<file path="src/rtl/mmp_pkg.sv">
// Package for the MIDI message parser: status byte constants, event codes,
// the result record and the decode helpers. No dependencies.
package mmp_pkg;

  localparam logic [7:0] RealtimeMin   = 8'hF8;
  localparam logic [7:0] SysexStart    = 8'hF0;
  localparam logic [7:0] SysCommonMin  = 8'hF1;
  localparam logic [3:0] HiNoteOff     = 4'h8;
  localparam logic [3:0] HiNoteOn      = 4'h9;
  localparam logic [3:0] HiControl     = 4'hB;
  localparam logic [3:0] HiProgram     = 4'hC;
  localparam logic [3:0] HiPressure    = 4'hD;
  localparam logic [15:0] CountMax     = 16'hFFFF;

  typedef enum logic [2:0] {
    EV_NONE     = 3'd0,
    EV_NOTE_OFF = 3'd1,
    EV_NOTE_ON  = 3'd2,
    EV_CONTROL  = 3'd3,
    EV_PROGRAM  = 3'd4
  } event_e;

  typedef struct packed {
    event_e      kind;
    logic [3:0]  channel;
    logic [6:0]  first_data;
    logic [6:0]  second_data;
    logic [15:0] sysex_bytes;
    logic [15:0] sysex_msgs;
  } result_t;

  function automatic logic [15:0] sat_inc(input logic [15:0] v);
    return (v == CountMax) ? v : v + 16'd1;
  endfunction

  // Decodes a completed channel message; counters are left at zero.
  function automatic result_t emit(input logic [7:0] st, input logic [6:0] a,
                                   input logic [6:0] b);
    result_t r;
    r = '0;
    r.kind = EV_NONE;
    unique case (st[7:4])
      HiNoteOff: r.kind = EV_NOTE_OFF;
      HiNoteOn: begin
        if (b != 7'd0) begin
          r.kind = EV_NOTE_ON;
          r.second_data = b;
        end else begin
          r.kind = EV_NOTE_OFF;
        end
      end
      HiControl: begin
        r.kind = EV_CONTROL;
        r.second_data = b;
      end
      HiProgram: r.kind = EV_PROGRAM;
      default: r.kind = EV_NONE;
    endcase
    if (r.kind != EV_NONE) begin
      r.channel = st[3:0];
      r.first_data = a;
    end
    return r;
  endfunction

endpackage

</file>
<file path="src/rtl/midi_message_parser.sv">
// MIDI message parser: one byte per transaction in, one result per transaction out.
// The byte is registered, decoded, and the result registered. Throughput is
// one byte per cycle while results are taken; the input register and the result
// register let a new byte enter while an earlier result waits to be taken.
// Reset is asynchronous and active low; it clears running status, SysEx mode
// and both SysEx counters. Depends on mmp_pkg and mmp_core.
module midi_message_parser (
  input  logic        clk_i,
  input  logic        rst_ni,
  input  logic        in_valid_i,
  output logic        in_ready_o,
  input  logic [7:0]  data_byte_i,
  output logic        out_valid_o,
  input  logic        out_ready_i,
  output logic [2:0]  event_kind_o,
  output logic [3:0]  channel_o,
  output logic [6:0]  first_data_o,
  output logic [6:0]  second_data_o,
  output logic [15:0] sysex_byte_count_o,
  output logic [15:0] sysex_message_count_o
);
  import mmp_pkg::*;

  logic    in_vld_q;
  logic [7:0] in_byte_q;
  logic    out_vld_q;
  result_t out_q;
  result_t res;
  logic    advance;

  assign advance    = in_vld_q && (!out_vld_q || out_ready_i);
  assign in_ready_o = !in_vld_q || advance;

  mmp_core u_core (
    .clk_i    (clk_i),
    .rst_ni   (rst_ni),
    .step_i   (advance),
    .byte_i   (in_byte_q),
    .result_o (res)
  );

  always_ff @(posedge clk_i or negedge rst_ni) begin
    if (!rst_ni) begin
      in_vld_q  <= 1'b0;
      out_vld_q <= 1'b0;
    end else begin
      if (in_ready_o) begin
        in_vld_q <= in_valid_i;
      end
      if (advance) begin
        out_vld_q <= 1'b1;
      end else if (out_ready_i) begin
        out_vld_q <= 1'b0;
      end
    end
  end

  always_ff @(posedge clk_i) begin
    if (in_ready_o && in_valid_i) begin
      in_byte_q <= data_byte_i;
    end
    if (advance) begin
      out_q <= res;
    end
  end

  assign out_valid_o           = out_vld_q;
  assign event_kind_o          = 3'(out_q.kind);
  assign channel_o             = out_q.channel;
  assign first_data_o          = out_q.first_data;
  assign second_data_o         = out_q.second_data;
  assign sysex_byte_count_o    = out_q.sysex_bytes;
  assign sysex_message_count_o = out_q.sysex_msgs;

endmodule

</file>
<file path="src/rtl/mmp_core.sv">
// Parser state and per-byte decode: running status, held data byte and the
// SysEx skip mode with its saturating counters. Depends on mmp_pkg.
module mmp_core (
  input  logic             clk_i,
  input  logic             rst_ni,
  input  logic             step_i,
  input  logic [7:0]       byte_i,
  output mmp_pkg::result_t result_o
);
  import mmp_pkg::*;

  logic [7:0]  status_q, status_d;
  logic [6:0]  held_q, held_d;
  logic [1:0]  needed_q, needed_d;
  logic        have_q, have_d;
  logic        sysex_q, sysex_d;
  logic [15:0] sx_bytes_q, sx_bytes_d;
  logic [15:0] sx_msgs_q, sx_msgs_d;
  logic [15:0] bytes_tmp;
  logic        go;
  result_t     res;

  always_comb begin
    status_d   = status_q;
    held_d     = held_q;
    needed_d   = needed_q;
    have_d     = have_q;
    sysex_d    = sysex_q;
    sx_bytes_d = sx_bytes_q;
    sx_msgs_d  = sx_msgs_q;
    bytes_tmp  = sx_bytes_q;
    go         = 1'b0;
    res        = '0;
    res.kind   = EV_NONE;
    if (byte_i < RealtimeMin) begin
      go = 1'b1;
      if (sysex_q) begin
        bytes_tmp = sat_inc(sx_bytes_q);
        if (byte_i[7]) begin
          sysex_d = 1'b0;
        end else begin
          go = 1'b0;
        end
      end
      sx_bytes_d = bytes_tmp;
      if (go) begin
        if (byte_i[7]) begin
          priority if (byte_i == SysexStart) begin
            sysex_d    = 1'b1;
            sx_msgs_d  = sat_inc(sx_msgs_q);
            sx_bytes_d = sat_inc(bytes_tmp);
            status_d   = '0;
            needed_d   = '0;
            have_d     = 1'b0;
          end else if (byte_i >= SysCommonMin) begin
            status_d = '0;
            needed_d = '0;
            have_d   = 1'b0;
          end else begin
            status_d = byte_i;
            needed_d = (byte_i[7:4] == HiProgram || byte_i[7:4] == HiPressure)
                       ? 2'd1 : 2'd2;
            have_d   = 1'b0;
          end
        end else if (status_q != 8'd0) begin
          if (!have_q && needed_q != 2'd0) begin
            held_d = byte_i[6:0];
            if (needed_q == 2'd1) begin
              res = emit(status_q, byte_i[6:0], 7'd0);
            end else begin
              have_d = 1'b1;
            end
          end else if (have_q) begin
            res    = emit(status_q, held_q, byte_i[6:0]);
            have_d = 1'b0;
          end
        end
      end
    end
    res.sysex_bytes = sx_bytes_d;
    res.sysex_msgs  = sx_msgs_d;
    result_o = res;
  end

  always_ff @(posedge clk_i or negedge rst_ni) begin
    if (!rst_ni) begin
      status_q   <= '0;
      held_q     <= '0;
      needed_q   <= '0;
      have_q     <= 1'b0;
      sysex_q    <= 1'b0;
      sx_bytes_q <= '0;
      sx_msgs_q  <= '0;
    end else if (step_i) begin
      status_q   <= status_d;
      held_q     <= held_d;
      needed_q   <= needed_d;
      have_q     <= have_d;
      sysex_q    <= sysex_d;
      sx_bytes_q <= sx_bytes_d;
      sx_msgs_q  <= sx_msgs_d;
    end
  end

endmodule
</file>
<file path="config.mk">
export PLATFORM = sky130hd
export DESIGN_NAME = midi_message_parser
export DESIGN_NICKNAME = d
export VERILOG_FILES = /design/src/rtl/mmp_pkg.sv /design/src/rtl/midi_message_parser.sv /design/src/rtl/mmp_core.sv
export SDC_FILE = /design/constraint.sdc
export NUM_CORES = 1
export LEC_CHECK = 0
export BUFFER_PORTS_ARGS = -buffer_cell sky130_fd_sc_hd__buf_2
export CAP_MARGIN = 20
export CORE_ASPECT_RATIO = 1.2
export CORE_UTILIZATION = 64
export CTS_CLUSTER_DIAMETER = 60
export CTS_CLUSTER_SIZE = 25
export DETAILED_ROUTE_END_ITERATION = 10
export GPL_ROUTABILITY_DRIVEN = 0
export GPL_TIMING_DRIVEN = 0
export PLACE_DENSITY = 0.89
export REMOVE_ABC_BUFFERS = 1
export SLEW_MARGIN = 25
export SYNTH_ARGS = -nofsm -noshare
export SYNTH_HDL_FRONTEND = slang
export SYNTH_SLANG_ARGS = --single-unit
</file>
<file path="constraint.sdc">
create_clock -name clk_i -period 10.4 [get_ports clk_i]
set_input_delay 0.52 -clock clk_i [delete_from_list [all_inputs] [get_ports clk_i]]
set_output_delay 0.52 -clock clk_i [all_outputs]
set_load 0.02 [all_outputs]
</file>
==> metrics.yaml, run 1 <==
status:
  status: "finished, final reports clean"
clock_tree:
  cts_resized: 0
  tritoncts: "done"
  cts_setup_buffers: 0
  cts_buffer_depth: 2
  cts_buffers: 17
  clk_latency_ns: 0.52
  cts-root-buf: "clkbuf_8"
  cts.sinks: 114
  clk_pin_slew_ns: 0.05
  h-tree-depth: 4
  hold_buffers: 0
placement:
  io_buffers: 66
  place_area_sq_um: 6350
  dpl_worst_slack_ns: 6.06
  hpwl_mm: 8.42
setup_path:
  path_class: "flop to flop"
  required_ns: 10.66
  cp_max_fo: 13
  worstPathBufferInverterCount: 0
  cp_slowest_cell: "nor4_4"
  worstPathCellList: "ha_1 > nand3_1 > o21ai_1 > mux2_2 > ha_1 > o21ai_0 > nor2_1 > o221ai_1 > nor4_4 > a41oi_2 > a41oi_1 > nor2_1 > xnor2_1"
  critPathTopFamily: "compound AO/OA/AOI/OAI gates"
  crit_arrival_ns: 4.72
  cpPeakStageDelay_ns: 0.53
  cp-end-kind: "flop"
  startpoint_type: "flop"
final_layout:
  nets: 635
  fillCellCount: 609
  antenna_cells: 0
  final_area_sq_um: 6880
  multi_input_area_sq_um: 2650
  fin_util_pct: 75.3
  drive_gt1_share_pct: 21.5
  regArea_sq_um: 3160
  syn2layout_area_growth_pct: 13.4
sta:
  fin_ws_ns: 5.94
  post-route-min-period_ns: 4.46
  drv_slew: 0
  rsz0062_at_grt: "no"
  finalCritPeriodShare_pct: 42.9
  setup_viol: 0
  hold_viol_final: 0
  worst_hold_slack_ns: 0.0574
  relSlewSlack_pct: 33.7
  worst_pin_slew_ns: 0.982
  fmax_ghz: 0.224
  fin_skew_ns: 0.00641
  tns_ns: 0
power:
  power.share.switching_pct: 25.1
  peakVddDrop_mv: 0.0990
  p_switching_w: 0.000300
  power_density_nw_per_um2: 173
  pwr-share-clk_pct: 42.7
  p_leak_nw: 2.79
  power.share.combinational_pct: 10.2
  p_int_w: 0.000892
  seqPwrFrac_pct: 47.1
routing:
  ant_nets: 0
  drtPass1Iterations: 7
  drt-initial-drc-count: 423
  num_vias: 4739
  drc: 0
  wl_per_cell_um: 18.1
  wl_mm: 13.6
  vias_per_cell: 6.29
global_routing:
  grt_start_max_net_pins: 54
  grt_usage_pct: 29.5
  grt_first_pass_wirelength_mm: 22.3
  grt_overflow: 0
  first_global_vias: 4724
  antenna_found_initial: 0
yosys:
  syn_area_per_cell_sq_um: 10.6
  yosysTopAreaCell: "edfxtp_1"
  synth-seq-cells: 114
  synth_mux_area_share_pct: 3.28
  yosysSeqAreaShare_pct: 52.1
  yosys-top-cells-area: "edfxtp_1, dfrtp_1, nand2_1, xnor2_1, nor2_1"
  synthDistinctLibCells: 73
  synth_area_sq_um: 6070
  yosys.area_share.xor_xnor_pct: 6.33
  synth_cells: 570
  synth_fa_ha_area_share_pct: 0.619
  synth_top_area_share_pct: 30.2
  synth_top_family_by_area: "simple AND/OR/NAND/NOR gates"
  synth_warnings: 0
  yosys.area_share.simple_pct: 22.4
  synth-edff-count: 61
  ys_async_sr_fraction_pct: 46.5
  synthFlopType: "edfxtp_1"
  synth_compound_area_share_pct: 11.0
worst_hold_path:
  hold_class: "input pin to async pin"
floorplanning:
  fp.dieH_um: 109
  start_util_pct: 66.4
  rows: 38
  core_sq_um: 9130
  io_pins: 67
  chipWidth_um: 90.9
  dieArea_sq_um: 9870
run:
  drv_cap: 0
[path summary, 6_finish.rpt]
path	startpoint	end	slack [ns]	depth (start not counted)
setup / recovery	u_core.sx_bytes_q[0]$_DFFE_PN0P_	sysex_byte_count_o[9]$_DFFE_PP_	5.94	13
hold / removal	rst_ni	u_core.sx_msgs_q[13]$_DFFE_PN0P_	0.06	1
setup reg to reg	u_core.sx_bytes_q[0]$_DFFE_PN0P_	sysex_byte_count_o[9]$_DFFE_PP_	5.94	13
hold reg to reg	u_core.status_q[2]$_DFFE_PN0P_	u_core.status_q[2]$_DFFE_PN0P_	0.51	2
max in group asynchronous	rst_ni	u_core.held_q[3]$_DFFE_PN0P_	9.85	1
min in group clk_i	data_byte_i[2]	in_byte_q[2]$_DFFE_PP_	0.18	1
[cells in the mapped netlist, drive strengths merged (6+ instances only)]
| cell type | count |
|---|---|
| nor2 | 51 |
| and3 | 14 |
| nand2 | 75 |
| and2 | 8 |
| mux2 | 15 |
| inv | 8 |
| and4 | 9 |
| xnor2 | 26 |
| a21oi | 18 |
| dfrtp | 53 |
| a31oi | 6 |
| edfxtp | 61 |
| clkbuf | 22 |
| nand4 | 12 |
| a22oi | 7 |
| nand2b | 8 |
| o21ai | 35 |
| nor3 | 13 |
| nor4 | 7 |
| nand3 | 22 |
| buf | 13 |
| xor2 | 17 |
[area by class of cell]
type	instances	share of cell area [%]
sequential	114	45.9
multi-input combinational	411	38.6
clock buffer	27	7.30
timing repair buffer	67	5.13
tap	120	2.18
inverter	9	0.509
clock inverter	5	0.400
[per-stage QoR]
step | total power [W] | std cells
after floorplan | 0.000639 | 534
after global placement | 0.000675 | 720
after detailed placement | 0.000684 | 721
after CTS | 0.00119 | 753
after global routing | 0.00123 | 753
final | 0.00119 | 753
[power groups by stage]
stage | sequential, W | clock, W | combinational [W]
5_1_grt | 0.000567 | 0.000528 | 0.000132
2_1_floorplan | 0.000577 | 0 | 0.0000620
4_1_cts | 0.000560 | 0.000511 | 0.000122
3_3_place_gp | 0.000563 | 0 | 0.000111
3_5_place_dp | 0.000565 | 0 | 0.000119
6_report | 0.000561 | 0.000509 | 0.000122
[flip-flops by register name, indices dropped and copies added, names as in the netlist, named ones only]
signal,count
first_data_o,7
u_core.status_q,8
out_valid_o,1
in_vld_q,1
u_core.sx_bytes_q,16
in_byte_q,8
channel_o,4
u_core.have_q,1
u_core.needed_q,2
second_data_o,7
u_core.sx_msgs_q,16
u_core.held_q,7
sysex_byte_count_o,16
event_kind_o,3
sysex_message_count_o,16
[routing by layer]
layer  routed length (um)  GRT usage [%]  up-vias
li1                     -              -     2179
met5                    0              0        -
met2                 7310           53.5      227
met4                  324           14.1        0
met3                  795           7.18       35
met1                 5190           32.7     2298
[cell usage in the layout (no fill, tap or decap), types with 5 or more instances in the layout]
| cell | instances |
|---|---|
| nand2_1 | 75 |
| buf_2 | 65 |
| edfxtp_1 | 61 |
| dfrtp_1 | 53 |
| nor2_1 | 50 |
| o21ai_0 | 27 |
| xnor2_1 | 25 |
| nand3_1 | 22 |
| a21oi_1 | 18 |
| xor2_1 | 17 |
| clkbuf_16 | 16 |
| mux2_2 | 15 |
| nor3_1 | 13 |
| and3_1 | 11 |
| inv_1 | 8 |
| nand2b_1 | 8 |
| o21ai_1 | 8 |
| and4_1 | 7 |
| nand4_1 | 7 |
| and2_1 | 7 |
| a22oi_1 | 7 |
| a31oi_1 | 6 |
| clkbuf_8 | 6 |
| clkinv_2 | 5 |
| o31ai_1 | 5 |
| clkbuf_1 | 5 |
[cells by family (layout without fill, tap and decap cells)]
group | Yosys count | count (layout)
and+or+nand+nor | 248 | 248
AOI/OAI and AO/OA | 99 | 99
muxes | 18 | 18
buffers and inverters | 45 | 108
xor gates and xnor gates | 43 | 43
DFF | 114 | 114
adders and majority gates | 3 | 3
No activity file was read; power rests on OpenSTA's default activity.
==> run 2, diff against run 1 <==
--- a/config.mk
+++ b/config.mk
@@ -5,16 +5,17 @@
 export SDC_FILE = /design/constraint.sdc
 export NUM_CORES = 1
 export LEC_CHECK = 0
+export ABC_AREA = 1
 export BUFFER_PORTS_ARGS = -buffer_cell sky130_fd_sc_hd__buf_2
 export CAP_MARGIN = 20
 export CORE_ASPECT_RATIO = 1.2
-export CORE_UTILIZATION = 64
+export CORE_UTILIZATION = 59
 export CTS_CLUSTER_DIAMETER = 60
 export CTS_CLUSTER_SIZE = 25
 export DETAILED_ROUTE_END_ITERATION = 10
 export GPL_ROUTABILITY_DRIVEN = 0
 export GPL_TIMING_DRIVEN = 0
-export PLACE_DENSITY = 0.89
+export PLACE_DENSITY = 0.83
 export REMOVE_ABC_BUFFERS = 1
 export SLEW_MARGIN = 25
 export SYNTH_ARGS = -nofsm -noshare
==> constraint.sdc (replaced) <==
create_clock -name clk_i -period 4.2 [get_ports clk_i]
set_input_delay 0.21 -clock clk_i [delete_from_list [all_inputs] [get_ports clk_i]]
set_output_delay 0.21 -clock clk_i [all_outputs]
set_load 0.02 [all_outputs]
==> run 2 against run 1 <==
  * Clock skew hardly changed
  * Synthesized area grew 3.0%
  * Wire length rose by 13%
  * First-iteration DRC count grew 15%
  * Worst setup slack got worse by 4.9 ns
  * Global-route usage rose by 0.53 points
  * Non-clock buffer count up 9
  * Sequential share of layout area shrank 3.3 points
  * Critical path type unchanged
  * Largest power group unchanged
==> metrics.yaml, run 2 <==
setup_path:
  path_class: "flop to flop"
  cpPeakStageDelay_ns: 0.44
  r2r_start: "u_core.sx_bytes_q[1]$_DFFE_PN0P_"
  crit_arrival_ns: 3.49
  cp-end-kind: "flop"
  crit_path_frequent_cell: "nand2_1"
  worstPathCellList: "ha_1 > inv_1 > nor2_4 > nand4_2 > nand2_1 > nand2_1 > nand2_4 > ha_1 > nand2_1 > nor2_4 > nand3_4 > inv_2 > o21ai_1 > nand3_1 > and2_1"
  cp_max_fo: 7
  startpoint_type: "flop"
  critical_path.startpoint: "u_core.sx_bytes_q[1]$_DFFE_PN0P_"
  required_ns: 4.48
  cp_slowest_cell: "dfrtp_1"
run:
  drv_cap: 0
clock_tree:
  cts_buffers: 17
  cts_buffer_depth: 2
  clk_latency_ns: 0.41
  tritoncts: "done"
  h-tree-depth: 4
  clk_pin_slew_ns: 0.06
  cts-root-buf: "clkbuf_16"
  cts_setup_buffers: 0
  cts.sinks: 114
routing:
  drc: 0
  drtPass1Iterations: 5
  vias_per_cell: 5.81
  ant_nets: 0
  drt-initial-drc-count: 485
  wl_per_cell_um: 16.0
  wl_mm: 15.4
  num_vias: 5591
sta:
  worst_pin_slew_ns: 0.879
  tns_ns: 0
  relSlewSlack_pct: 41.2
  worst_hold_slack_ns: 0.0221
  fin_skew_ns: 0.00605
  hold_viol_final: 0
  finalCritPeriodShare_pct: 76.4
  drv_slew: 0
  fmax_ghz: 0.312
  setup_viol: 0
  rsz0062_at_grt: "no"
  fin_ws_ns: 0.991
  post-route-min-period_ns: 3.21
power:
  p_leak_nw: 3.25
  p_int_w: 0.00291
  power.share.combinational_pct: 29.0
  peakVddDrop_mv: 0.460
  p_switching_w: 0.00165
  pwr-share-clk_pct: 32.7
  power.share.switching_pct: 36.3
  power_density_nw_per_um2: 616
  seqPwrFrac_pct: 38.3
floorplanning:
  chipWidth_um: 95.9
  dieArea_sq_um: 11000
  start_util_pct: 61.5
  fp.dieH_um: 115
  core_sq_um: 10200
  rows: 40
  io_pins: 67
yosys:
  synth-seq-cells: 114
  synth_top_area_share_pct: 29.3
  yosysTopAreaCell: "edfxtp_1"
  yosys-top-cells-area: "edfxtp_1, dfrtp_1, nand2_1, inv_1, nand3_1"
  synth_most_common_cell: "nand2_1"
  synth_mux_area_share_pct: 0
  synthDistinctLibCells: 41
  yosys.area_share.xor_xnor_pct: 3.08
  synth-edff-count: 61
  yosysSeqAreaShare_pct: 50.6
  synth_compound_area_share_pct: 7.59
  synthFlopType: "edfxtp_1"
  synth_top_family_by_area: "simple AND/OR/NAND/NOR gates"
  synth_cells: 746
  ys_async_sr_fraction_pct: 46.5
  synth_fa_ha_area_share_pct: 0.601
  synth_warnings: 0
  syn_area_per_cell_sq_um: 8.37
  yosys.area_share.simple_pct: 30.7
  synth_area_sq_um: 6250
  synth_common_cells: "nand2_1, inv_1, nand3_1"
global_routing:
  grt_start_max_net_pins: 85
  grt_first_pass_wirelength_mm: 25.1
  antenna_found_initial: 0
  first_global_vias: 5444
  grt_overflow: 0
  grt_usage_pct: 30.0
final_layout:
  drive_gt1_share_pct: 18.9
  final_common_cell: "nand2_1"
  fin_cells: 962
  final_cell_mix: "nand2_1, inv_1, buf_2"
  fin_util_pct: 72.9
  nets: 838
  syn2layout_area_growth_pct: 18.6
  antenna_cells: 0
  fillCellCount: 687
placement:
  placed_cells: 921
  hpwl_mm: 9.86
  dpl_worst_slack_ns: 1.12
  io_buffers: 66
worst_hold_path:
  hold_path_startpoint: "in_valid_i"
  hold_class: "input pin to flop"
status:
  status: "finished, final reports clean"
[run 2: cell count changes after synthesis, moves of 12 or more]
| cell | change |
|---|---|
| inv_1 | +87 |
| mux2_2 | -15 |
| nand2_1 | +123 |
| nand3_1 | +41 |
| nor3_1 | +12 |
| xnor2_1 | -23 |
[run 2: logic make-up after synthesis]
| family | count (synthesis) |
|---|---|
| AND/OR/NAND/NOR | 401 |
| buffers and inverters | 122 |
| flip-flops | 114 |
| AO/OA/AOI/OAI | 84 |
| XOR/XNOR | 22 |
| adder cells (fa/ha/maj) | 3 |
[run 2: power by group through the flow]
stage                     registers (W)  logic, W  clock network, W
after floorplan                 0.00185  0.000808                 0
after global placement          0.00174   0.00121                 0
after detailed placement        0.00175   0.00127                 0
after CTS                       0.00174   0.00131           0.00150
after global routing            0.00178   0.00146           0.00154
final                           0.00175   0.00132           0.00149
[run 2: per-layer routing]
metal  up-vias  routed length (um)  GRT usage (%)
met5         -                   0              0
met4         0                 612           16.5
met3        66                1110           6.31
met2       311                7900           51.2
met1      2601                5730           34.9
li1       2613                   -              -
[run 2: layout make-up]
cell class	instances	area [sq um]	area share (%)
Clock inverter	13	159	2.15
Tap cell	126	158	2.13
Clock buffer	19	453	6.11
Sequential cell	114	3160	42.6
Timing Repair Buffer	76	450	6.08
Inverter	104	397	5.35
Multi-Input combinational cell	510	2630	35.5
[run 2: metrics by stage]
step	power [W]	cell area [sq um]
floorplan	0.00266	6170
global placement	0.00295	6660
detailed placement	0.00302	6710
CTS	0.00454	7410
global route	0.00478	7410
finish	0.00456	7410
[run 2: path summary, 6_finish.rpt]
kind                                                      to  slack (ns)  cells after the start
max                          sysex_byte_count_o[8]$_DFFE_PP_        0.99                     15
min                                     in_vld_q$_DFFE_PN0N_        0.02                      3
max reg2reg                  sysex_byte_count_o[8]$_DFFE_PP_        0.99                     15
min reg2reg                     u_core.held_q[4]$_DFFE_PN0P_        0.51                      2
max in group asynchronous  u_core.sx_bytes_q[11]$_DFFE_PN0P_        3.29                      2
min in group asynchronous               in_vld_q$_DFFE_PN0N_        0.39                      2
[run 2: critical path, delay by kind of cell, from the launching register on]
| kind | cells | cell delay (ns) |
|---|---|---|
| buffers and inverters | 2 | 0.26 |
| adder cells (fa/ha/maj) | 2 | 0.68 |
| AND/OR/NAND/NOR | 10 | 1.60 |
| flip-flops | 1 | 0.44 |
| AO/OA/AOI/OAI | 1 | 0.09 |
[run 2: what timing repair did]
action | 4_1_cts | 5_1_grt
endpoints found under the hold margin | 61 | 0
hold buffers | 9 | 0
resized for setup | 0 | 0
==> run 3, diff against run 2 <==
==> constraint.sdc (replaced) <==
create_clock -name clk_i -period 3.09 [get_ports clk_i]
set_input_delay 0.1545 -clock clk_i [delete_from_list [all_inputs] [get_ports clk_i]]
set_output_delay 0.1545 -clock clk_i [all_outputs]
set_load 0.02 [all_outputs]
==> run 3 against run 2 <==
  * Utilization is 0.39 points higher
  * Clock skew barely moved
  * Highest routed layer unchanged
  * Critical path type unchanged
  * Wire length rose by 0.70%
  * Worst setup slack lost 0.80 ns
  * Largest power group unchanged
  * Sequential cell count did not move
==> metrics.yaml, run 3 (synthesized netlist as in run 2, its figures left out) <==
status:
  status: "finished, final reports clean"
sta:
  rsz0062_at_grt: "no"
  drv_slew: 0
  worst_pin_slew_ns: 0.907
  hold_viol_final: 0
  fmax_ghz: 0.345
  finalCritPeriodShare_pct: 93.8
  fin_ws_ns: 0.190
  worst_hold_slack_ns: 0.0241
  setup_viol: 0
  relSlewSlack_pct: 39.3
  fin_skew_ns: 0.00561
  post-route-min-period_ns: 2.90
floorplanning:
  dieArea_sq_um: 11000
  chipWidth_um: 95.9
  start_util_pct: 61.5
  rows: 40
  fp.dieH_um: 115
  io_pins: 67
  core_sq_um: 10200
final_layout:
  fillCellCount: 679
  fin_util_pct: 73.3
  regArea_sq_um: 3160
  fin_cells: 963
  final_cell_mix: "nand2_1, inv_1, buf_2"
  drive_gt1_share_pct: 19.5
  final_common_cell: "nand2_1"
  nets: 839
  multi_input_area_sq_um: 2660
  syn2layout_area_growth_pct: 19.2
  antenna_cells: 0
setup_path:
  r2r_start: "in_byte_q[5]$_DFFE_PP_"
  path_class: "flop to flop"
  ff2ff_setup_slack_ns: 0.19
  reg2reg_to: "u_core.sx_bytes_q[12]$_DFFE_PN0P_"
  crit_arrival_ns: 3.24
  cp-end-kind: "flop"
  crit_path_frequent_cell: "inv_2"
  startpoint_type: "flop"
  worstPathCellList: "inv_2 > nor3_1 > inv_2 > nor2_2 > clkinvlp_4 > o22ai_1 > o21bai_2 > nand2_1 > o21ai_2"
  cp_max_fo: 19
  cp_slowest_cell: "nor2_2"
  required_ns: 3.43
  r2r_cells: 9
  cpPeakStageDelay_ns: 0.69
worst_hold_path:
  hold_path_startpoint: "out_ready_i"
  hold_path_depth: 4
  hold_class: "input pin to flop"
  hold_path_end: "out_valid_o$_DFFE_PN0P_"
clock_tree:
  cts.sinks: 114
  h-tree-depth: 4
  cts-root-buf: "clkbuf_16"
  clk_pin_slew_ns: 0.06
  cts_buffers: 17
  tritoncts: "done"
  cts_setup_buffers: 0
  cts_buffer_depth: 2
  clk_latency_ns: 0.42
placement:
  dpl_worst_slack_ns: 0.00949
  placed_cells: 921
  io_buffers: 66
  hpwl_mm: 9.86
power:
  p_leak_nw: 3.26
  finalPower_w: 0.00622
  peakVddDrop_mv: 0.627
  power_density_nw_per_um2: 835
routing:
  vias_per_cell: 5.80
  drt-initial-drc-count: 589
  num_vias: 5581
  ant_nets: 0
  drtPass1Iterations: 5
  wl_mm: 15.5
  wl_per_cell_um: 16.1
  drc: 0
global_routing:
  grt_usage_pct: 30.1
  antenna_found_initial: 0
  grt_first_pass_wirelength_mm: 25.2
  grt_overflow: 0
  first_global_vias: 5456
  grt_start_max_net_pins: 85
run:
  drv_cap: 0
[run 3: worst max-delay path: cells and delay by family (launching register included)]
family,cells,cell delay [ns]
AOI/OAI and AO/OA,3,0.52
buffers and inverters,3,0.85
DFF,1,0.45
and+or+nand+nor,3,1.00
[run 3: how the worst max path moves through the flow]
stage,startpoint,to,slack [ns],cells after the start
final,in_byte_q[5]$_DFFE_PP_,u_core.sx_bytes_q[12]$_DFFE_PN0P_,0.19,9
after global routing,in_byte_q[5]$_DFFE_PP_,u_core.sx_bytes_q[12]$_DFFE_PN0P_,0.009,9
after CTS,u_core.sx_bytes_q[1]$_DFFE_PN0P_,sysex_byte_count_o[5]$_DFFE_PP_,0.03,15
after detailed placement,u_core.sx_bytes_q[1]$_DFFE_PN0P_,sysex_byte_count_o[4]$_DFFE_PP_,0.009,15
after global placement,out_valid_o$_DFFE_PN0P_,sysex_byte_count_o[0]$_DFFE_PP_,-1.51,3
after floorplan,out_valid_o$_DFFE_PN0P_,channel_o[0]$_SDFFCE_PP0P_,-0.36,3
[run 3: timing repair]
| action | in CTS | in global routing |
|---|---|---|
| hold buffers | 10 | 0 |
| endpoints found under the setup margin | 11 | 32 |
| endpoints found under the hold margin | 62 | 0 |
| pin swaps | 0 | 0 |
| resized for setup | 1 | 6 |
[run 3: metal layers]
metal  vias to the layer above  part of all wire [%]  routed length, um  GRT usage [%]
met5                         -                     0                  0              0
met4                         0                   3.8                582           16.7
met3                        59                   6.3                977           6.31
met2                       285                    51               7950           51.1
met1                      2624                    38               5950           35.2
li1                       2613                     -                  -              -
[run 3: through the flow]
step	setup TNS, ns	cell area [sq um]
CTS	0	7420
global placement	-129.81	6660
floorplan	-25.87	6170
global route	0	7450
finish	0	7450
detailed placement	0	6710
[run 3: area by class of cell]
cell class / instances / share of cell area, %
repair buffers: 77 / 6.18
well taps: 126 / 2.12
multi-input cells: 510 / 35.7
flip-flops and latches: 114 / 42.4
inverters: 104 / 5.38
clock buffers: 19 / 6.08
clock inverters: 13 / 2.13
[run 3: power breakdown]
group	total (W)	internal, W	switching [W]	leakage (nW)
clock network	0.00203	0.00131	0.000724	0.295
logic	0.00181	0.000561	0.00124	1.68
registers	0.00238	0.00209	0.000292	1.29
